$ cat src/hw/rtl/sgb_pkg.sv
// ----------------------------------------------------------------------------
// sgb_pkg: shared types and constants of the separable Gaussian blur engine
// Command and status types between controller and datapath, register
// indexes, reset values and the channel arithmetic helpers.
// ----------------------------------------------------------------------------
package sgb_pkg;

  localparam int MAX_WIDTH_DEF  = 64;
  localparam int MAX_HEIGHT_DEF = 64;
  localparam int MAX_RADIUS_DEF = 4;

  localparam int COORD_W     = 6;
  localparam int DIM_W       = 7;
  localparam int RADIUS_W    = 3;
  localparam int WEIGHT_W    = 16;
  localparam int CFG_DATA_W  = 16;
  localparam int CFG_INDEX_W = 3;
  localparam int PIXEL_W     = 32;
  localparam int CH_W        = 8;
  localparam int NUM_CH      = 4;
  localparam int TAP_SHIFT   = 16;
  localparam int NUM_WEIGHTS = 5;
  localparam int PROD_W      = CH_W + WEIGHT_W;

  // register indexes
  localparam logic [CFG_INDEX_W-1:0] REG_WIDTH    = 3'd0;
  localparam logic [CFG_INDEX_W-1:0] REG_HEIGHT   = 3'd1;
  localparam logic [CFG_INDEX_W-1:0] REG_RADIUS   = 3'd2;
  localparam logic [CFG_INDEX_W-1:0] REG_W_CENTER = 3'd3;
  localparam logic [CFG_INDEX_W-1:0] REG_W_ONE    = 3'd4;
  localparam logic [CFG_INDEX_W-1:0] REG_W_TWO    = 3'd5;
  localparam logic [CFG_INDEX_W-1:0] REG_W_THREE  = 3'd6;
  localparam logic [CFG_INDEX_W-1:0] REG_W_FOUR   = 3'd7;

  localparam logic [DIM_W-1:0]    WIDTH_RST    = 7'd64;
  localparam logic [DIM_W-1:0]    HEIGHT_RST   = 7'd64;
  localparam logic [RADIUS_W-1:0] RADIUS_RST   = 3'd2;
  localparam logic [WEIGHT_W-1:0] W_CENTER_RST = 16'd16475;
  localparam logic [WEIGHT_W-1:0] W_ONE_RST    = 16'd14541;
  localparam logic [WEIGHT_W-1:0] W_TWO_RST    = 16'd9992;
  localparam logic [WEIGHT_W-1:0] W_THREE_RST  = 16'd0;
  localparam logic [WEIGHT_W-1:0] W_FOUR_RST   = 16'd0;

  // transaction opcodes
  localparam logic OP_WRITE = 1'b0;
  localparam logic OP_QUERY = 1'b1;

  typedef logic signed [3:0] off_t;

  typedef struct packed {
    logic capture;   // query accepted: latch coordinate, clear vertical sum
    logic wr_en;     // write accepted inside the image
    logic rd_en;     // issue one frame read at the given offsets
    off_t kh;
    off_t kv;
    logic first_h;
    logic last_h;
    logic last_v;
    logic load_out;  // move the result into the output register
  } sgb_cmd_t;

  typedef struct packed {
    logic                coord_ok;
    logic [RADIUS_W-1:0] radius;
    logic                done;
  } sgb_status_t;

  function automatic logic [RADIUS_W-1:0] abs_off(input off_t k);
    logic [3:0] m;
    m = k[3] ? (4'd0 - k) : k;
    return m[RADIUS_W-1:0];
  endfunction

  function automatic logic [CH_W-1:0] sat_add(input logic [CH_W-1:0] a,
                                              input logic [CH_W-1:0] b);
    logic [CH_W:0] s;
    s = {1'b0, a} + {1'b0, b};
    return s[CH_W] ? {CH_W{1'b1}} : s[CH_W-1:0];
  endfunction

endpackage

$ cat src/hw/rtl/sgb_ctrl.sv
// ----------------------------------------------------------------------------
// sgb_ctrl: transaction controller of the blur engine
// Accepts transactions, sequences the kernel window reads, waits for the
// pipeline to drain and hands the result to the output register.
// ----------------------------------------------------------------------------
module sgb_ctrl (
  input  logic                 clk,
  input  logic                 rst_n,
  input  logic                 in_valid,
  output logic                 in_ready,
  input  logic                 in_op,
  output logic                 out_valid,
  input  logic                 out_ready,
  input  sgb_pkg::sgb_status_t status,
  output sgb_pkg::sgb_cmd_t    cmd
);

  localparam logic [1:0] ST_IDLE = 2'd0;
  localparam logic [1:0] ST_SCAN = 2'd1;
  localparam logic [1:0] ST_WAIT = 2'd2;
  localparam logic [1:0] ST_OUT  = 2'd3;

  logic [1:0]          state_r, state_nxt;
  sgb_pkg::off_t       kh_r, kh_nxt, kv_r, kv_nxt;
  logic                out_valid_r, out_valid_nxt;
  logic                accept;
  sgb_pkg::off_t       rpos, rneg;

  assign rpos     = {1'b0, status.radius};
  assign rneg     = 4'sd0 - rpos;
  assign in_ready = (state_r == ST_IDLE);
  assign accept   = in_valid && in_ready;

  always_comb begin
    state_nxt     = state_r;
    kh_nxt        = kh_r;
    kv_nxt        = kv_r;
    cmd           = '0;
    cmd.kh        = kh_r;
    cmd.kv        = kv_r;
    cmd.first_h   = (kh_r == rneg);
    cmd.last_h    = (kh_r == rpos);
    cmd.last_v    = (kh_r == rpos) && (kv_r == rpos);
    out_valid_nxt = out_valid_r;
    if (out_valid_r && out_ready) out_valid_nxt = 1'b0;
    case (state_r)
      ST_IDLE: begin
        if (accept) begin
          if (in_op == sgb_pkg::OP_QUERY) begin
            cmd.capture = 1'b1;
            kh_nxt      = rneg;
            kv_nxt      = rneg;
            state_nxt   = status.coord_ok ? ST_SCAN : ST_OUT;
          end else begin
            cmd.wr_en = status.coord_ok;
          end
        end
      end
      ST_SCAN: begin
        cmd.rd_en = 1'b1;
        if (cmd.last_v) begin
          state_nxt = ST_WAIT;
        end else if (cmd.last_h) begin
          kh_nxt = rneg;
          kv_nxt = kv_r + 4'sd1;
        end else begin
          kh_nxt = kh_r + 4'sd1;
        end
      end
      ST_WAIT: begin
        if (status.done) state_nxt = ST_OUT;
      end
      ST_OUT: begin
        // hold until the output register is free
        if (!out_valid_r || out_ready) begin
          cmd.load_out  = 1'b1;
          out_valid_nxt = 1'b1;
          state_nxt     = ST_IDLE;
        end
      end
      default: state_nxt = ST_IDLE;
    endcase
  end

  always_ff @(posedge clk) begin
    if (!rst_n) begin
      state_r     <= ST_IDLE;
      out_valid_r <= 1'b0;
      kh_r        <= '0;
      kv_r        <= '0;
    end else begin
      state_r     <= state_nxt;
      out_valid_r <= out_valid_nxt;
      kh_r        <= kh_nxt;
      kv_r        <= kv_nxt;
    end
  end

  assign out_valid = out_valid_r;

  a_done_in_wait: assert property (@(posedge clk) disable iff (!rst_n)
    status.done |-> (state_r == ST_WAIT))
    else $error("pipeline finished outside of the wait state");

  a_load_free: assert property (@(posedge clk) disable iff (!rst_n)
    cmd.load_out |-> (!out_valid_r || out_ready))
    else $error("result loaded over an untaken result");

  a_load_valid: assert property (@(posedge clk) disable iff (!rst_n)
    cmd.load_out |=> out_valid_r)
    else $error("loaded result not presented");

  a_no_rw: assert property (@(posedge clk) disable iff (!rst_n)
    !(cmd.wr_en && cmd.rd_en))
    else $error("frame write and read in the same cycle");

endmodule

$ cat config.mk
export PLATFORM = sky130hd
export DESIGN_NAME = sgb_ctrl
export DESIGN_NICKNAME = d
export VERILOG_FILES = /design/src/hw/rtl/sgb_pkg.sv /design/src/hw/rtl/sgb_ctrl.sv
export SDC_FILE = /design/constraint.sdc
export NUM_CORES = 1
export LEC_CHECK = 0
export BUFFER_PORTS_ARGS = -buffer_cell sky130_fd_sc_hd__clkbuf_2
export CORE_UTILIZATION = 45
export DETAILED_ROUTE_END_ITERATION = 12
export GPL_TIMING_DRIVEN = 0
export MAX_ROUTING_LAYER = met4
export PLACE_DENSITY = 0.74
export SYNTH_ARGS = -nofsm -noshare
export SYNTH_HDL_FRONTEND = slang
export SYNTH_SLANG_ARGS = --single-unit
$ cat constraint.sdc
create_clock -name clk -period 1.9 [get_ports clk]
set_clock_uncertainty 0.15 [all_clocks]
set_input_delay 0.38 -clock clk [delete_from_list [all_inputs] [get_ports clk]]
set_output_delay 0.38 -clock clk [all_outputs]
set_load 0.02 [all_outputs]
==> metrics.txt <==
status finished with violations; violated checks negative setup slack; DR DRC count 0; most frequent cells in the layout 21 x clkbuf_2, 13 x nand2_1, 9 x buf_4, 7 x dfxtp_1; Fin. Hold Viols 0; HP Class in2reg; worst path cell trace xor2_4 > or4_4 > buf_4 > buf_6 > inv_2 > clkbuf_8; power density cells 1240 nW/um2; Fin Setup TNS -2280 ps; Synth top area share around 24%; critical path's largest stage delay 550 ps; worst path required time 1370 ps; Syn Inst Count about 100; critical path class reg2out; ys flop type dfxtp_1; hold path start status[4]; Reg2Reg Setup Slack -360 ps; relative slew slack 68.7%; Final nets 161; max_cap viols 0; Initial Util approximately half; width of the die around 47 um; Final HPWL DP roughly 1600 um; Pre-antenna DRT Iters 4; initial antenna violation count 0; Static Leak roughly 0.6 nW; die area 2190 um2; Tot GR Track Use between 20% and 30%; row count 15; Worst-Margin Slew around 470 ps; crit path max fanout 3; vias in the first global route slightly above 800; IO Count 27; first-pass GRT wire length between 3000 and 4000 um; Buf/Inv on CP 4; clk sinks 11; Core Util, Final about three quarters; post-detailed-route count of antenna-violating nets 0; Worst R2R Path Depth 7; initial drt markers 43; port bufs 26; FMAX between 0.4 and 0.5 GHz; CTS tree yes; Tcrit/Tclk final 121%; Crit. End Element output port; gpl congestion roughly 0.89; CTS Buffer Depth 2; WL/cell between 10 and 15 um; asr flop ratio synth 0%; H-tree Lvls 1; GR Overflow Total 0; Die Span Y approximately 47 um; WP data arrival around 1800 ps; CP startpoint kh_r[0]$_SDFFE_PN0P_; clock-pin slew of the registers on the worst-case setup and hold paths approximately 70 ps; r2r startpoint kh_r[0]$_SDFFE_PN0P_; R2R Path End kh_r[0]$_SDFFE_PN0P_; largest net degree at the start of global routing 11; worst setup margin -397 ps; most common cell after layout, fill and taps aside clkbuf_2; share of cells above drive strength 1 between 40 and 50%; Setup crit start kind flip-flop; Tmin final approximately 2300 ps; Yosys reg bits 11; RSZ-0062 raised after global routing yes; Hold-fix buffers, CTS 0; register area share after synthesis 24.4%; drt via density roughly 5.5; Root Buffer clkbuf_4; largest cells by area after synthesis dfxtp_1 24%, ha_1 9.7%, nand2_1 5.8%, mux2i_1 5.5%, xor2_1 4.8%; Yosys warning total 0; post-synth net total 121; clk_lat worst skew 270 ps; Max Slew Vio Count 0; CTS buffer count 3; final setup fails 9; Worst VDD drop 0.724 mV; DP Cell Count ~160; top cell type by total area after synthesis dfxtp_1; synthesis-to-finish area growth 49.7%; syn_area_per_cell a little under 9 um2; CP delay by family, top simple AND/OR/NAND/NOR gates; Layout Cells excl Fill roughly 170; hold path cells 4; Hold Path End state_r[1]$_SDFFE_PN0P_; ant diodes 0; slowest CP cell or4_4; Cell variety after synth 34; via count between 900 and 1,000; Mapped Area about 900 um2; Core ar. 1800 um2; Post-synth EDFFs 0; fin area 1350 um2; total wire length between 2000 and 2500 um; placed inst area roughly 1100 um2
==> layout make-up <==
cell class / instances / area (um2)
repair buffers: 35 / 259
plain buffers: 2 / 11.3
flip-flops and latches: 11 / 230
multi-input cells: 82 / 753
clock buffers: 4 / 26.3
inverters: 9 / 41.3
fillers: 142 / 449
well taps: 25 / 31.3
==> registers in the layout (all words and copies together) (netlist names) <==
register / count
state_r: 2
kh_r: 4
kv_r: 4
out_valid: 1
==> where the power goes <==
part	switching (W)	total [W]	leakage, nW	internal, W
sequential	0.000108	0.000422	0.0923	0.000313
clock	0.0000811	0.000162	0.0150	0.0000812
combinational	0.000577	0.00110	0.495	0.000518
==> Yosys cell counts, drive strengths merged, types with 2 or more instances <==
| master | number |
|---|---|
| o22ai | 6 |
| nand3 | 3 |
| mux2i | 5 |
| dfxtp | 11 |
| inv | 9 |
| o21a | 4 |
| nor2b | 3 |
| xor2 | 6 |
| clkbuf | 2 |
| nor4 | 2 |
| ha | 7 |
| nand2 | 14 |
| a21oi | 5 |
| o221a | 2 |
| o21ai | 4 |
| xnor2 | 4 |
| mux2 | 2 |
| and3 | 2 |
| nor2 | 3 |
==> repair_timing <==
item / in CTS / in global routing
setup endpoints to repair: 10 / 15
gates cloned: 0 / 0
resized for setup: 24 / 13
setup buffers: 6 / 3
pin swaps: 6 / 5
==> metrics by stage <==
stage               setup WS [ps]  hold WS (ps)  total power, W
global placement             -426           336         0.00125
global route                 -457           309         0.00179
detailed placement           -445           346         0.00127
finish                       -397           279         0.00168
CTS                          -481           272         0.00157
floorplan                    -264           318         0.00107
==> cells by family (layout without fill, tap and decap cells) <==
family / count (synthesis) / in the layout / synth area share, %
buf+inv: 11 / 50 / 4.57
simple gates: 33 / 33 / 21.1
mux: 7 / 7 / 8.45
fa+ha+maj: 7 / 7 / 9.69
compound gates: 25 / 25 / 21.3
xor+xnor: 10 / 10 / 10.5
flops: 11 / 11 / 24.4
==> metal layers <==
| layer | GRT usage (%) | up-vias | part of all wire [%] |
|---|---|---|---|
| met5 | - | - | 0 |
| met3 | 4.62 | 7 | 4.9 |
| met2 | 39.2 | 33 | 49 |
| met1 | 32.8 | 440 | 44 |
| li1 | - | 450 | - |
| met4 | 6.86 | 0 | 2.1 |
==> worst min-delay path: stages <==
cell and delay (ps):
clkbuf_2 90, mux2i_1 60, nand2_1 70, mux2i_1 60
==> how the worst max path moves through the flow <==
stage | cells past startpoint | end | slack, ps
floorplan | 5 | state_r[1]$_SDFFE_PN0P_ | -260
global placement | 5 | cmd[1] | -430
detailed placement | 5 | cmd[1] | -440
CTS | 4 | cmd[1] | -480
global route | 4 | cmd[1] | -460
finish | 6 | cmd[2] | -400
Note: power is estimated with default switching activity, not from simulation.
